===== src/hw/rtl/prd_pkg.sv =====
// shared types and constants for the prescaled reload down timer
// no dependencies
package prd_pkg;

    localparam int COUNT_W     = 16;
    localparam int PRESCALE_W  = 8;
    localparam int DIV_SEL_W   = 3;
    localparam int DIV_CNT_W   = 5;
    localparam int BUF_W       = 16;
    localparam int CFG_IDX_W   = 2;
    localparam int CFG_DATA_W  = 16;
    localparam int S_TDATA_W   = 8;
    localparam int M_TDATA_W   = 24;

    localparam logic [CFG_IDX_W-1:0] CFG_PRESCALE  = 2'd0;
    localparam logic [CFG_IDX_W-1:0] CFG_DIV_SEL   = 2'd1;
    localparam logic [CFG_IDX_W-1:0] CFG_COUNT_BUF = 2'd2;

    localparam logic FUNC_TICK  = 1'b0;
    localparam logic FUNC_CTRL  = 1'b1;

    typedef struct packed {
        logic [PRESCALE_W-1:0] prescale;
        logic [DIV_SEL_W-1:0]  div_sel;
        logic [BUF_W-1:0]      count_buf;
    } t_cfg;

    typedef struct packed {
        logic valid;
        logic func;
        logic start_bit;
        logic manual_update;
        logic auto_reload;
    } t_step;

    typedef struct packed {
        logic advance;
        logic clear;
    } t_phase_ctl;

    // last divider phase: /2 -> 1 ... /32 -> 31, saturated above four
    function automatic logic [DIV_CNT_W-1:0] div_last(input logic [DIV_SEL_W-1:0] sel);
        logic [DIV_CNT_W-1:0] last;
        case (sel)
            3'd0:    last = 5'd1;
            3'd1:    last = 5'd3;
            3'd2:    last = 5'd7;
            3'd3:    last = 5'd15;
            default: last = 5'd31;
        endcase
        return last;
    endfunction

endpackage


===== src/hw/rtl/prescaled_reload_down_timer.sv =====
// top level of the prescaled reload down timer: input and result registers, config
// depends on prd_pkg, prd_prescaler, prd_counter
//
//  channel  dir  handshake               payload
//  s        in   i_s_tvalid/o_s_tready   tuser: func; tdata: start, update, reload
//  m        out  o_m_tvalid/i_m_tready   tdata: count_observed, expired_irq, is_running
//  cfg      in   i_cfg_valid/o_cfg_ready index 0..2, data 16 bits
//
// one item per cycle unless the output stalls; the input register feeds the result register
// the counter state updates as an item leaves the input register
// a stalled result register holds the input register, one item may wait in each
// synchronous active-low reset clears the valid flags, timer state and config, not the result data
// config is always ready and takes effect on the next item
module prescaled_reload_down_timer (
    input  logic                              i_clk,
    input  logic                              i_rst_n,
    input  logic                              i_s_tvalid,
    output logic                              o_s_tready,
    input  logic [prd_pkg::S_TDATA_W-1:0]     i_s_tdata,   // start_bit, manual_update, auto_reload, pad
    input  logic                              i_s_tuser,   // func
    output logic                              o_m_tvalid,
    input  logic                              i_m_tready,
    output logic [prd_pkg::M_TDATA_W-1:0]     o_m_tdata,   // count_observed[15:0], expired_irq, is_running, pad
    input  logic                              i_cfg_valid,
    output logic                              o_cfg_ready,
    input  logic [prd_pkg::CFG_IDX_W-1:0]     i_cfg_index,
    input  logic [prd_pkg::CFG_DATA_W-1:0]    i_cfg_data
);
    import prd_pkg::*;

    t_cfg               r_cfg;
    t_step              r_in;
    t_step              step;
    t_phase_ctl         ctl;
    logic               tick;
    logic               out_free;
    logic [COUNT_W-1:0] cnt_next;
    logic               irq_next;
    logic               run_next;
    logic               r_out_valid;
    logic [15:0]        r_out_count;
    logic               r_out_irq;
    logic               r_out_run;

    assign o_cfg_ready = 1'b1;

    always_ff @(posedge i_clk) begin
        if (!i_rst_n) begin
            r_cfg <= '0;
        end else if (i_cfg_valid) begin
            unique case (i_cfg_index)
                CFG_PRESCALE:  r_cfg.prescale  <= i_cfg_data[PRESCALE_W-1:0];
                CFG_DIV_SEL:   r_cfg.div_sel   <= i_cfg_data[DIV_SEL_W-1:0];
                CFG_COUNT_BUF: r_cfg.count_buf <= i_cfg_data[BUF_W-1:0];
                default: ;
            endcase
        end
    end

    assign out_free   = !r_out_valid || i_m_tready;
    assign o_s_tready = !r_in.valid || out_free;

    always_ff @(posedge i_clk) begin
        if (!i_rst_n) begin
            r_in <= '0;
        end else if (o_s_tready) begin
            r_in.valid         <= i_s_tvalid;
            r_in.func          <= i_s_tuser;
            r_in.start_bit     <= i_s_tdata[0];
            r_in.manual_update <= i_s_tdata[1];
            r_in.auto_reload   <= i_s_tdata[2];
        end
    end

    always_comb begin
        step       = r_in;
        step.valid = r_in.valid && out_free;
    end

    prd_prescaler u_prescaler (
        .i_clk   (i_clk),
        .i_rst_n (i_rst_n),
        .i_cfg   (r_cfg),
        .i_ctl   (ctl),
        .o_tick  (tick)
    );

    prd_counter u_counter (
        .i_clk       (i_clk),
        .i_rst_n     (i_rst_n),
        .i_step      (step),
        .i_count_buf (r_cfg.count_buf),
        .i_tick      (tick),
        .o_ctl       (ctl),
        .o_count     (cnt_next),
        .o_irq       (irq_next),
        .o_run       (run_next)
    );

    always_ff @(posedge i_clk) begin
        if (!i_rst_n) begin
            r_out_valid <= 1'b0;
        end else if (out_free) begin
            r_out_valid <= step.valid;
        end
    end

    always_ff @(posedge i_clk) begin
        if (step.valid) begin
            r_out_count <= 16'(cnt_next);
            r_out_irq   <= irq_next;
            r_out_run   <= run_next;
        end
    end

    assign o_m_tvalid = r_out_valid;
    assign o_m_tdata  = {6'd0, r_out_run, r_out_irq, r_out_count};

endmodule


===== src/hw/rtl/prd_prescaler.sv =====
// prescaler and binary divider phase counters
// depends on prd_pkg
module prd_prescaler (
    input  logic                          i_clk,
    input  logic                          i_rst_n,
    input  prd_pkg::t_cfg                 i_cfg,
    input  prd_pkg::t_phase_ctl           i_ctl,
    output logic                          o_tick
);
    import prd_pkg::*;

    logic [PRESCALE_W-1:0] r_pre;
    logic [PRESCALE_W-1:0] n_pre;
    logic [DIV_CNT_W-1:0]  r_div;
    logic [DIV_CNT_W-1:0]  n_div;
    logic                  pre_wrap;
    logic                  div_wrap;

    assign pre_wrap = (r_pre >= i_cfg.prescale);
    assign div_wrap = (r_div >= div_last(i_cfg.div_sel));
    assign o_tick   = pre_wrap && div_wrap;

    always_comb begin
        n_pre = r_pre;
        n_div = r_div;
        if (i_ctl.clear) begin
            n_pre = '0;
            n_div = '0;
        end else if (i_ctl.advance) begin
            if (pre_wrap) begin
                n_pre = '0;
                n_div = div_wrap ? '0 : r_div + 1'b1;
            end else begin
                n_pre = r_pre + 1'b1;
            end
        end
    end

    always_ff @(posedge i_clk) begin
        if (!i_rst_n) begin
            r_pre <= '0;
            r_div <= '0;
        end else begin
            r_pre <= n_pre;
            r_div <= n_div;
        end
    end

endmodule


===== src/hw/rtl/prd_counter.sv =====
// down counter with run and auto-reload flags, raises the expiry pulse
// depends on prd_pkg; drives the phase control of prd_prescaler
module prd_counter (
    input  logic                          i_clk,
    input  logic                          i_rst_n,
    input  prd_pkg::t_step                i_step,
    input  logic [prd_pkg::BUF_W-1:0]     i_count_buf,
    input  logic                          i_tick,
    output prd_pkg::t_phase_ctl           o_ctl,
    output logic [prd_pkg::COUNT_W-1:0]   o_count,
    output logic                          o_irq,
    output logic                          o_run
);
    import prd_pkg::*;

    logic [COUNT_W-1:0] r_cnt;
    logic [COUNT_W-1:0] n_cnt;
    logic               r_run;
    logic               n_run;
    logic               r_reload;
    logic               n_reload;
    logic               n_irq;
    logic [COUNT_W-1:0] dec;
    logic [COUNT_W-1:0] reload_val;

    assign dec        = r_cnt - 1'b1;
    assign reload_val = COUNT_W'(i_count_buf);

    assign o_ctl.advance = i_step.valid && (i_step.func == FUNC_TICK) && r_run;
    assign o_ctl.clear   = i_step.valid && (i_step.func == FUNC_CTRL) && i_step.manual_update;

    always_comb begin
        n_cnt    = r_cnt;
        n_run    = r_run;
        n_reload = r_reload;
        n_irq    = 1'b0;
        if (i_step.valid && (i_step.func == FUNC_CTRL)) begin
            n_run    = i_step.start_bit;
            n_reload = i_step.auto_reload;
            if (i_step.manual_update) begin
                n_cnt = reload_val;
            end
        end else if (o_ctl.advance && i_tick) begin
            if (r_cnt != '0) begin
                n_cnt = dec;
                if (dec == '0) begin
                    n_irq = 1'b1;
                    if (r_reload) begin
                        n_cnt = reload_val;
                    end else begin
                        n_run = 1'b0;
                    end
                end
            end else if (r_reload) begin
                n_cnt = reload_val;
            end else begin
                n_run = 1'b0;
            end
        end
    end

    assign o_count = n_cnt;
    assign o_irq   = n_irq;
    assign o_run   = n_run;

    always_ff @(posedge i_clk) begin
        if (!i_rst_n) begin
            r_cnt    <= '0;
            r_run    <= 1'b0;
            r_reload <= 1'b0;
        end else begin
            r_cnt    <= n_cnt;
            r_run    <= n_run;
            r_reload <= n_reload;
        end
    end

    a_irq_on_tick: assert property (@(posedge i_clk) disable iff (!i_rst_n)
        o_irq |-> (i_step.valid && (i_step.func == FUNC_TICK) && r_run))
        else $error("expiry pulse without a running tick");

    a_irq_from_one: assert property (@(posedge i_clk) disable iff (!i_rst_n)
        o_irq |-> (r_cnt == COUNT_W'(1)))
        else $error("expiry pulse from a count other than one");

    a_one_shot_stops: assert property (@(posedge i_clk) disable iff (!i_rst_n)
        (o_irq && !r_reload) |=> !r_run)
        else $error("one-shot timer kept running after expiry");

    a_idle_holds: assert property (@(posedge i_clk) disable iff (!i_rst_n)
        !i_step.valid |=> ($stable(r_cnt) && $stable(r_run)))
        else $error("counter state moved without a transfer");

endmodule


===== config.mk =====
export PLATFORM = sky130hd
export DESIGN_NAME = prescaled_reload_down_timer
export DESIGN_NICKNAME = d
export VERILOG_FILES = /design/src/hw/rtl/prd_pkg.sv /design/src/hw/rtl/prescaled_reload_down_timer.sv /design/src/hw/rtl/prd_prescaler.sv /design/src/hw/rtl/prd_counter.sv
export SDC_FILE = /design/constraint.sdc
export NUM_CORES = 1
export LEC_CHECK = 0
export BUFFER_PORTS_ARGS = -buffer_cell sky130_fd_sc_hd__buf_2
export CORE_AREA = 3 3 70 137
export DETAILED_ROUTE_END_ITERATION = 10
export DIE_AREA = 0 0 73 140
export PLACE_DENSITY = 0.82
export SYNTH_ARGS = -nofsm -noshare
export SYNTH_HDL_FRONTEND = slang
export SYNTH_SLANG_ARGS = --single-unit
export TNS_END_PERCENT = 100

===== constraint.sdc =====
create_clock -name i_clk -period 2.75 [get_ports i_clk]
set_clock_uncertainty 0.05 [all_clocks]
set_input_delay 0.275 -clock i_clk [delete_from_list [all_inputs] [get_ports i_clk]]
set_output_delay 0.275 -clock i_clk [all_outputs]
set_load 0.03 [all_outputs]

==> results_dict.tcl, run 1 <==
set metrics [dict create \
    instances_no_fill 697 \
    synth_flop_cell "dfxtp_1" \
    num_vias 4258 \
    hold_viol 0 \
    drive_gt1_share_pct 27.5 \
    yosysTopAreaCellShare_pct 28.9 \
    r2r_end "u_counter.r_cnt[5]" \
    power_leakage_nw 2.27 \
    syn_inst 517 \
    power_frac_comb_pct 13.1 \
    start_util_pct 50.9 \
    slew_viol_final 0 \
    setup_viol 1 \
    switching_share_pct 25.7 \
    drc 0 \
    port_buffers 46 \
    ff2ff_path_depth 9 \
    regToRegStartpoint "u_counter.r_cnt[0]" \
    required_ps 2990 \
    dp_slack_ps -10.1 \
    fp.dieW_microns 73 \
    synth_top_area_cell "dfxtp_1" \
    final_common_cell "dfxtp_1" \
    yosysSeqAreaShare_pct 41.1 \
    cts_root_buf "clkbuf_16" \
    drt-total-wl_mm 12.1 \
    grt_first_pass_wirelength_mm 19.2 \
    antenna_found_initial 0 \
    grt_max_degree 39 \
    critPathMaxFanout 4 \
    area_growth_pct 23.6 \
    drtIter0Drc 276 \
    hp-start "i_s_tvalid" \
    grt.total_usage_pct 24.2 \
    antenna_cells 0 \
    synthDistinctLibCells 66 \
    cp-end-kind "flip-flop" \
    clkTransAtPathRegs_ps 60 \
    max_slew_margin_pct 57.8 \
    drt-pass1-iter-count 6 \
    cts_sinks 82 \
    die_height_microns 140 \
    min_to "r_in[4]" \
    fin_crit_ps 2760 \
    pwr_density_cell_mw_per_mm2 535 \
    synthesis.area_sq_mm 0.00443 \
    worst_pin_slew_ps 631 \
    clkPwrFrac_pct 43.3 \
    ys_warn_count 0 \
    timing.final.crit_share_pct 100 \
    via_per_inst 6.11 \
    rsz0062_at_grt "yes" \
    core_region_area_sq_mm 0.00871 \
    gp_congestion 0.979 \
    htreeDepth 3 \
    clockBufferDepth 2 \
    status "complete, but fails checks" \
    synth_edf_count 18 \
    rrSetupSlack_ps -8 \
    max-vdd-ir-drop_uv 397 \
    start_kind "flip-flop" \
    violations "setup timing" \
    dp.cells 677 \
    tns_ps -8.37 \
    final_cell_mix "dfxtp_1, nor2_1, a21oi_1" \
    fp-row-count 48 \
    max_cap_viol_count 0 \
    synth.avg_cell_area_sq_um 8.58 \
    antenna_left 0 \
    io_pins 59 \
    grt_pass1_vias 4154 \
    setup_slack_ps -8.37 \
    synth-async-reset-ratio_pct 0 \
    num-nets-final 641 \
    ys_ff_latch 82 \
    numCtsBuffers 9 \
    switchingPower_w 0.000754 \
    hold_class "input pin to flip-flop" \
    worstSkewPairLatency_ps 340 \
    crit_arrival_ps 3000 \
    crit_type "flip-flop to flip-flop" \
    fmax_mhz 363 \
    gr-total-overflow 0 \
    die-area_sq_mm 0.0102 \
    wl_per_cell_microns 17.4 \
    hpwl_mm 9.01 \
    intPower_w 0.00218 \
    cts-hold-fix-buffers 0 \
    min_delay_path_depth 3 \
    cts_tree "yes" \
    synth_area_leaders "dfxtp_1, edfxtp_1, a21oi_1" \
    pwr-share-seq_pct 43.6 \
]
worst max-delay path by stage:
stage	start	end	slack (ps)	cells after the start
after detailed placement	u_counter.r_cnt[0]	u_counter.r_cnt[0]	-10	9
after CTS	u_counter.r_cnt[0]	u_counter.r_cnt[5]	-1	9
final	u_counter.r_cnt[0]	u_counter.r_cnt[5]	-8	9
after global placement	u_counter.r_cnt[0]	u_counter.r_cnt[0]	-10	9
after global routing	u_counter.r_cnt[3]	u_counter.r_cnt[5]	-140	9
after floorplan	u_counter.r_cnt[0]	u_counter.r_cnt[7]	-90	11
per-stage QoR:
step | power (W) | instance area [sq um] | util [%] | hold WS [ps]
global route | 0.00302 | 5480 | 62.9 | 126
floorplan | 0.00153 | 4520 | - | 342
detailed placement | 0.00165 | 5020 | 57.7 | 398
global placement | 0.00164 | 5020 | 57.7 | 395
CTS | 0.00291 | 5340 | 61.4 | 90.5
finish | 0.00293 | 5480 | 62.9 | 97.9
cell families after synthesis:
group | after synthesis | share of synthesized area [%]
xor+xnor | 19 | 3.75
flops | 82 | 41.1
compound gates | 127 | 18.7
fa+ha+maj | 17 | 4.80
simple gates | 202 | 22.9
buf+inv | 60 | 6.72
other cells | 2 | 0.169
mux | 8 | 1.81
cell type report:
type,instances,area (sq um)
inverter,17,66.3
clock inverter,6,68.8
fill,685,3230
tap,100,125
sequential,82,1820
clock buffer,10,250
timing repair buffer,102,654
multi-input combinational,380,2490
sequential cells by signal, indices dropped and copies added, names as in the netlist, 5 cells and up:
| signal | count |
|---|---|
| r_cfg | 27 |
| u_prescaler.r_pre | 8 |
| r_out_count | 16 |
| u_prescaler.r_div | 5 |
| u_counter.r_cnt | 16 |
| r_in | 5 |
worst max-delay path, stage by stage (launching register included):
cell	delay, ps
dfxtp_2	330
inv_4	60
ha_4	120
or3b_4	370
or3_4	350
mux2i_2	180
or4_4	480
o2111a_1	310
a211oi_4	290
and2_1	160
synth_stat cells, drive strengths merged, types with 5 or more instances:
cell and count:
a211oi 7, nor2 57, a21oi 61, inv 17, ha 17, nor2b 7, clkbuf 19, nor3 17
edfxtp 18, nand2 49, and2 8, xor2 10, buf 24, o21ai 13, dfxtp 64, nand4 11
nor4 13, xnor2 9, nand3 15, mux2i 8, a31oi 5
layer usage:
layer	vias to the layer above	global-route usage (%)	part of all wire, %
li1	2005	-	-
met1	1997	23.5	34
met2	192	43.6	55
met3	64	4.24	4.9
met4	0	17.3	6.6
met5	-	0	0
power groups by stage:
stage               combinational (W)  sequential (W)  clock (W)
global placement             0.000341         0.00130          0
detailed placement           0.000347         0.00130          0
global route                 0.000413         0.00128    0.00133
CTS                          0.000350         0.00128    0.00128
finish                       0.000384         0.00128    0.00127
floorplan                    0.000211         0.00132          0
what timing repair did:
action	4_1_cts	5_1_grt
hold endpoints to repair	0	0
setup buffers	0	4
pin swaps	2	16
resized for setup	1	20
endpoints found under the setup margin	5	29
(Power assumes the default switching activity.)
==> inputs of run 2 (changes only) <==
--- a/config.mk
+++ b/config.mk
@@ -6,9 +6,9 @@
 export NUM_CORES = 1
 export LEC_CHECK = 0
 export BUFFER_PORTS_ARGS = -buffer_cell sky130_fd_sc_hd__buf_2
-export CORE_AREA = 3 3 70 137
+export CORE_AREA = 3 3 97 99
 export DETAILED_ROUTE_END_ITERATION = 10
-export DIE_AREA = 0 0 73 140
+export DIE_AREA = 0 0 100 102
 export PLACE_DENSITY = 0.82
 export SYNTH_ARGS = -nofsm -noshare
 export SYNTH_HDL_FRONTEND = slang
==> run 2 against run 1 <==
  * The flow still finishes with violations (setup timing)
  * Sequential power about the same
  * Clock power down 17%
  * Die area down 0.20%
  * Maximum frequency down 0.40%
  * Register-to-register slack about the same
  * Clock-buffer cell count up 2
  * Non-clock buffer count down 12
  * Critical path depth up 1
  * Cell count down 0.57%
  * Highest routed layer unchanged
  * Worst setup slack worse by 11 ps
==> results_dict.tcl, run 2 (same netlist as run 1, synthesis figures left out) <==
set metrics [dict create \
    power_frac_comb_pct 13.6 \
    antenna_cells 0 \
    crit_type "flip-flop to flip-flop" \
    die-area_sq_mm 0.0102 \
    pwr_density_cell_mw_per_mm2 500 \
    use_met3_pct 4.64 \
    met2_usage_pct 39.5 \
    cts_sinks 82 \
    fmax_mhz 361 \
    instances_no_fill 693 \
    intPower_w 0.00200 \
    drt-pass1-iter-count 4 \
    regMostFlops "r_cfg" \
    rsz0062_at_grt "yes" \
    cp_cell_sequence "buf_4 -> nor4_2 -> buf_4 -> xnor2_1 -> nand4_1 -> or4_4 -> o21ai_4 -> buf_6 -> nand2_4 -> a31oi_4" \
    status "complete, but fails checks" \
    start_kind "flip-flop" \
    nFillCells 728 \
    grt_busiest_layer "met2" \
    slew_viol_final 0 \
    clkTransAtPathRegs_ps 80 \
    final_common_cell "dfxtp_1" \
    fp.dieW_microns 100 \
    die_height_microns 102 \
    cp-end-kind "flip-flop" \
    num_vias 4128 \
    drive_gt1_share_pct 26.3 \
    cts_tree "yes" \
    area_growth_pct 21.4 \
    numCtsBuffers 9 \
    wl_per_cell_microns 16.8 \
    crit_top_cell "buf_4" \
    antenna_left 0 \
    cts_root_buf "clkbuf_8" \
    switching_share_pct 25.8 \
    fp-row-count 34 \
    drc 0 \
    grt_pass1_vias 3994 \
    timing.final.crit_share_pct 101 \
    crit_slowest_cell "or4_4" \
    clkPwrFrac_pct 38.9 \
    crit_arrival_ps 2920 \
    core_region_area_sq_mm 0.00864 \
    max-vdd-ir-drop_uv 307 \
    max_cap_viol_count 0 \
    grt_max_degree 26 \
    gr-total-overflow 0 \
    antenna_found_initial 0 \
    grt_first_pass_wirelength_mm 18.9 \
    critPathBufInv 3 \
    gp_congestion 0.946 \
    hold_viol 0 \
    critPathMaxFanout 9 \
    switchingPower_w 0.000695 \
    max_slew_margin_pct 43.8 \
    io_pins 59 \
    required_ps 2900 \
    path_delay_family "simple AND/OR/NAND/NOR gates" \
    top_regs "r_cfg x27, r_out_count x16, u_counter.r_cnt x16" \
    port_buffers 46 \
    via_per_inst 5.96 \
    hpwl_mm 8.54 \
    violations "setup timing" \
    grt.total_usage_pct 23.2 \
    setup_slack_ps -19.6 \
    setup_viol 1 \
    fin_crit_ps 2770 \
    largest_register_ffs 27 \
    slowest_delay_ps 590 \
    drt-total-wl_mm 11.6 \
    final_cell_mix "dfxtp_1, a21oi_1, nor2_1" \
    power_leakage_nw 2.18 \
    worst_pin_slew_ps 841 \
    worstSkewPairLatency_ps 360 \
    clockBufferDepth 2 \
    dp.cells 675 \
    placed_area_sq_mm 0.00496 \
    num-nets-final 629 \
    htreeDepth 3 \
    hold_class "input pin to flip-flop" \
    fin_total_pwr_w 0.00269 \
    pwr-share-seq_pct 47.5 \
    drtIter0Drc 244 \
    grt_use_met1_pct 28.8 \
    start_util_pct 51.3 \
    fin_area_sq_mm 0.00538 \
]
## run 2: cell count changes in the layout (fill, tap and decap cells not counted), moves of 2 or more
| cell | change |
|---|---|
| nor3_2 | +3 |
| buf_6 | +2 |
| xnor2_1 | +2 |
| nor4_2 | -2 |
| clkbuf_8 | +10 |
| nor3_1 | -3 |
| a31oi_1 | -2 |
| a31oi_4 | +3 |
| buf_4 | -14 |
| xnor2_2 | -2 |
| clkbuf_16 | -9 |
## run 2: power by group through the flow
stage          Combinational, W  Sequential (W)  Clock [W]
2_1_floorplan          0.000211         0.00132          0
3_3_place_gp           0.000325         0.00130          0
3_5_place_dp           0.000333         0.00131          0
4_1_cts                0.000340         0.00128    0.00106
5_1_grt                0.000395         0.00128    0.00111
6_report               0.000365         0.00128    0.00105
## run 2: layout make-up
type | count | area [sq um] | area share [%]
inverter | 17 | 66.3 | 1.23
tap | 108 | 135 | 2.51
clock buffer | 12 | 166 | 3.09
timing repair buffer | 90 | 572 | 10.6
sequential | 82 | 1820 | 33.9
clock inverter | 4 | 80.1 | 1.49
multi-input combinational | 380 | 2540 | 47.2
## run 2: what timing repair did
item / CTS / global route
pin swaps: 3 / 16
gates resized for setup: 5 / 27
endpoints found under the setup margin: 14 / 30
hold buffers: 0 / 0
cloned: 0 / 0
buffers inserted: 0 / 2
endpoints found under the hold margin: 0 / 0
## run 2: worst register-to-register path, stage by stage, from the launching register on
cell,delay [ps]
dfxtp_2,340
buf_4,170
nor4_2,330
buf_4,210
xnor2_1,130
nand4_1,200
or4_4,590
o21ai_4,190
buf_6,130
nand2_4,60
a31oi_4,220
## run 2: stage by stage
step / utilization [%] / worst slack (ps) / hold slack (ps) / TNS (ps)
after floorplan: - / -90.3 / 342 / -460
after global placement: 57.4 / -44.6 / 396 / -54.1
after detailed placement: 57.4 / -57.7 / 399 / -195
after CTS: 60.5 / 2.34 / 76.6 / 0
after global routing: 62.3 / -94.6 / 91.9 / -888
final: 62.3 / -19.6 / 85.9 / -19.6
## run 2: path summary, 6_finish.rpt
check	from	endpoint	slack, ps	depth (start not counted)
hold reg to reg	r_cfg[1]	r_cfg[1]	410	2
hold / removal	i_s_tvalid	r_in[4]	90	3
setup reg to reg	u_counter.r_cnt[0]	r_out_count[7]	-20	10
setup / recovery	u_counter.r_cnt[0]	r_out_count[7]	-20	10
## run 2: metal layers
layer / vias to the layer above / wire length (microns)
met2: 162 / 5700
met3: 33 / 750
li1: 1973 / -
met4: 0 / 315
met5: - / 0
met1: 1960 / 4860
==> inputs of run 3 (changes only) <==
--- a/config.mk
+++ b/config.mk
@@ -6,10 +6,10 @@
 export NUM_CORES = 1
 export LEC_CHECK = 0
 export BUFFER_PORTS_ARGS = -buffer_cell sky130_fd_sc_hd__buf_2
-export CORE_AREA = 3 3 97 99
+export CORE_AREA = 3 3 92 94
 export DETAILED_ROUTE_END_ITERATION = 10
-export DIE_AREA = 0 0 100 102
-export PLACE_DENSITY = 0.82
+export DIE_AREA = 0 0 95 97
+export PLACE_DENSITY = 0.87
 export SYNTH_ARGS = -nofsm -noshare
 export SYNTH_HDL_FRONTEND = slang
 export SYNTH_SLANG_ARGS = --single-unit
==> constraint.sdc (replaced) <==
create_clock -name i_clk -period 2.9 [get_ports i_clk]
set_clock_uncertainty 0.05 [all_clocks]
set_input_delay 0.29 -clock i_clk [delete_from_list [all_inputs] [get_ports i_clk]]
set_output_delay 0.29 -clock i_clk [all_outputs]
set_load 0.03 [all_outputs]
==> run 3 against run 2 <==
  * Wire length is 8.3% lower
  * Register-to-register slack better by 110 ps
  * Non-clock buffer count decreased by 17
  * Utilization increased by 2.7 points
  * Via count decreased by 2.6%
  * The flow now finishes without violations
  * Sequential share of layout area rose by 2.4 points
  * Worst setup slack better by 110 ps
  * Cell count decreased by 3.3%
  * Critical path depth stayed put
  * Largest power group unchanged
  * Clock-buffer cell count decreased by 2
  * Die area fell by 9.7%
==> results_dict.tcl, run 3 (same netlist as run 1, synthesis figures left out) <==
set metrics [dict create \
    pwr_density_cell_mw_per_mm2 455 \
    cp-end-kind "flip-flop" \
    gr-total-overflow 0 \
    nFillCells 654 \
    die_height_microns 97 \
    grt_pass1_vias 3742 \
    cts_tree "yes" \
    critPathMaxFanout 6 \
    cts-hold-fix-buffers 0 \
    worst_pin_slew_ps 875 \
    hp-start "i_s_tvalid" \
    clkTransAtPathRegs_ps 90 \
    top_regs "r_cfg x27, r_out_count x16, u_counter.r_cnt x16" \
    hold_class "input pin to flip-flop" \
    fp-row-count 32 \
    num_vias 4020 \
    clockBufferDepth 2 \
    crit_arrival_ps 2970 \
    timing.final.crit_share_pct 96.8 \
    hpwl_mm 7.81 \
    antenna_found_initial 0 \
    tns_ps 0 \
    max_slew_margin_pct 41.6 \
    switching_share_pct 28.8 \
    fin_crit_ps 2810 \
    drc 0 \
    htreeDepth 3 \
    regToRegStartpoint "u_counter.r_cnt[0]" \
    grt_first_pass_wirelength_mm 17.4 \
    setup_viol 0 \
    slowest_delay_ps 490 \
    rsz0062_at_grt "yes" \
    gp_congestion 1.03 \
    clkPwrFrac_pct 33.5 \
    cts_sinks 82 \
    switchingPower_w 0.000657 \
    grt_max_degree 32 \
    start_util_pct 57.4 \
    cp_cell_sequence "inv_2 -> ha_2 -> or3b_4 -> or3_4 -> mux2i_1 -> or4_4 -> o21ai_4 -> buf_6 -> a21oi_1 -> nor2_1" \
    antenna_left 0 \
    numCtsBuffers 9 \
    hold_viol 0 \
    crit_slowest_cell "or4_4" \
    status "completed" \
    min_to "r_in[4]" \
    drtIter0Drc 351 \
    max-vdd-ir-drop_uv 265 \
    power_leakage_nw 2.02 \
    r2r_end "r_out_count[3]" \
    grt.total_usage_pct 23.7 \
    final_cell_mix "dfxtp_1, a21oi_1, nor2_1" \
    drt-total-wl_mm 10.7 \
    placed_area_sq_mm 0.00479 \
    drt-pass1-iter-count 5 \
    start_kind "flip-flop" \
    rrSetupSlack_ps 90 \
    fin_total_pwr_w 0.00229 \
    slew_viol_final 0 \
    port_buffers 46 \
    worstSkewPairLatency_ps 360 \
    via_per_inst 6.00 \
    fin_area_sq_mm 0.00503 \
    area_growth_pct 13.4 \
    wl_per_cell_microns 15.9 \
    drive_gt1_share_pct 21.1 \
    crit_type "flip-flop to flip-flop" \
    ff2ff_path_depth 10 \
    intPower_w 0.00163 \
    final_common_cell "dfxtp_1" \
    cts_root_buf "clkbuf_8" \
    antenna_cells 0 \
    regMostFlops "r_cfg" \
    power_frac_comb_pct 13.4 \
    core_region_area_sq_mm 0.00773 \
    fmax_mhz 356 \
    largest_register_ffs 27 \
    fp.dieW_microns 95 \
    num-nets-final 612 \
    required_ps 3060 \
    die-area_sq_mm 0.00922 \
    min_delay_path_depth 3 \
    pwr-share-seq_pct 53.2 \
    io_pins 59 \
    max_cap_viol_count 0 \
]
## run 3: changes by cell type in the layout (fill, tap and decap cells not counted), sizes merged
cell      change
clkinvlp      +1
bufinv        -2
clkinv        +1
inv           +2
clkbuf        -2
buf          -17
## run 3: final cells by class
class,instances,area (sq um),area share [%]
Tap cell,102,128,2.54
Timing Repair Buffer,73,440,8.76
Inverter,17,63.8,1.27
Multi-Input combinational cell,380,2400,47.7
Clock buffer,10,128,2.54
Sequential cell,82,1820,36.3
Clock inverter,6,48.8,0.971
## run 3: what timing repair did
item	in CTS	in global routing
gates resized for setup	0	14
endpoints found under the hold margin	0	0
buffers inserted	0	1
endpoints found under the setup margin	0	28
## run 3: critical path: cells and delay by family, from the launching register on
| family | cells | cell delay, ps |
|---|---|---|
| compound gates | 2 | 340 |
| simple gates | 4 | 1390 |
| fa+ha+maj | 1 | 170 |
| mux | 1 | 160 |
| buf+inv | 2 | 220 |
| flops | 1 | 330 |
## run 3: worst max path at each step
stage,start,to,cells past startpoint
detailed placement,u_counter.r_cnt[0],r_out_count[9],9
global placement,u_counter.r_cnt[0],r_out_count[9],9
finish,u_counter.r_cnt[0],r_out_count[3],10
global route,u_counter.r_cnt[0],r_out_count[3],10
CTS,u_counter.r_cnt[0],r_out_count[13],9
floorplan,u_counter.r_cnt[0],r_out_count[13],11
## run 3: power by group through the flow
stage / registers [W] / logic [W] / clock network (W)
final: 0.00121 / 0.000305 / 0.000765
after global routing: 0.00122 / 0.000335 / 0.000817
after CTS: 0.00121 / 0.000291 / 0.000774
after detailed placement: 0.00124 / 0.000289 / 0
after global placement: 0.00124 / 0.000283 / 0
after floorplan: 0.00125 / 0.000197 / 0
## run 3: routing by layer
metal / wire (microns) / global-route usage (%)
met5: 0 / 0
met4: 297 / 9.66
met3: 722 / 6.38
met2: 5140 / 37.6
met1: 4510 / 30.3
## run 3: per-stage QoR
stage | utilization [%] | std cells | hold slack, ps | setup WS, ps
finish | 65.1 | 670 | 80.8 | 92.3
floorplan | - | 522 | 357 | 6.63
detailed placement | 62.0 | 653 | 406 | 53.9
global placement | 62.0 | 653 | 395 | 90.5
CTS | 64.3 | 669 | 74.1 | 35.7
global route | 65.1 | 670 | 77.6 | -7.51
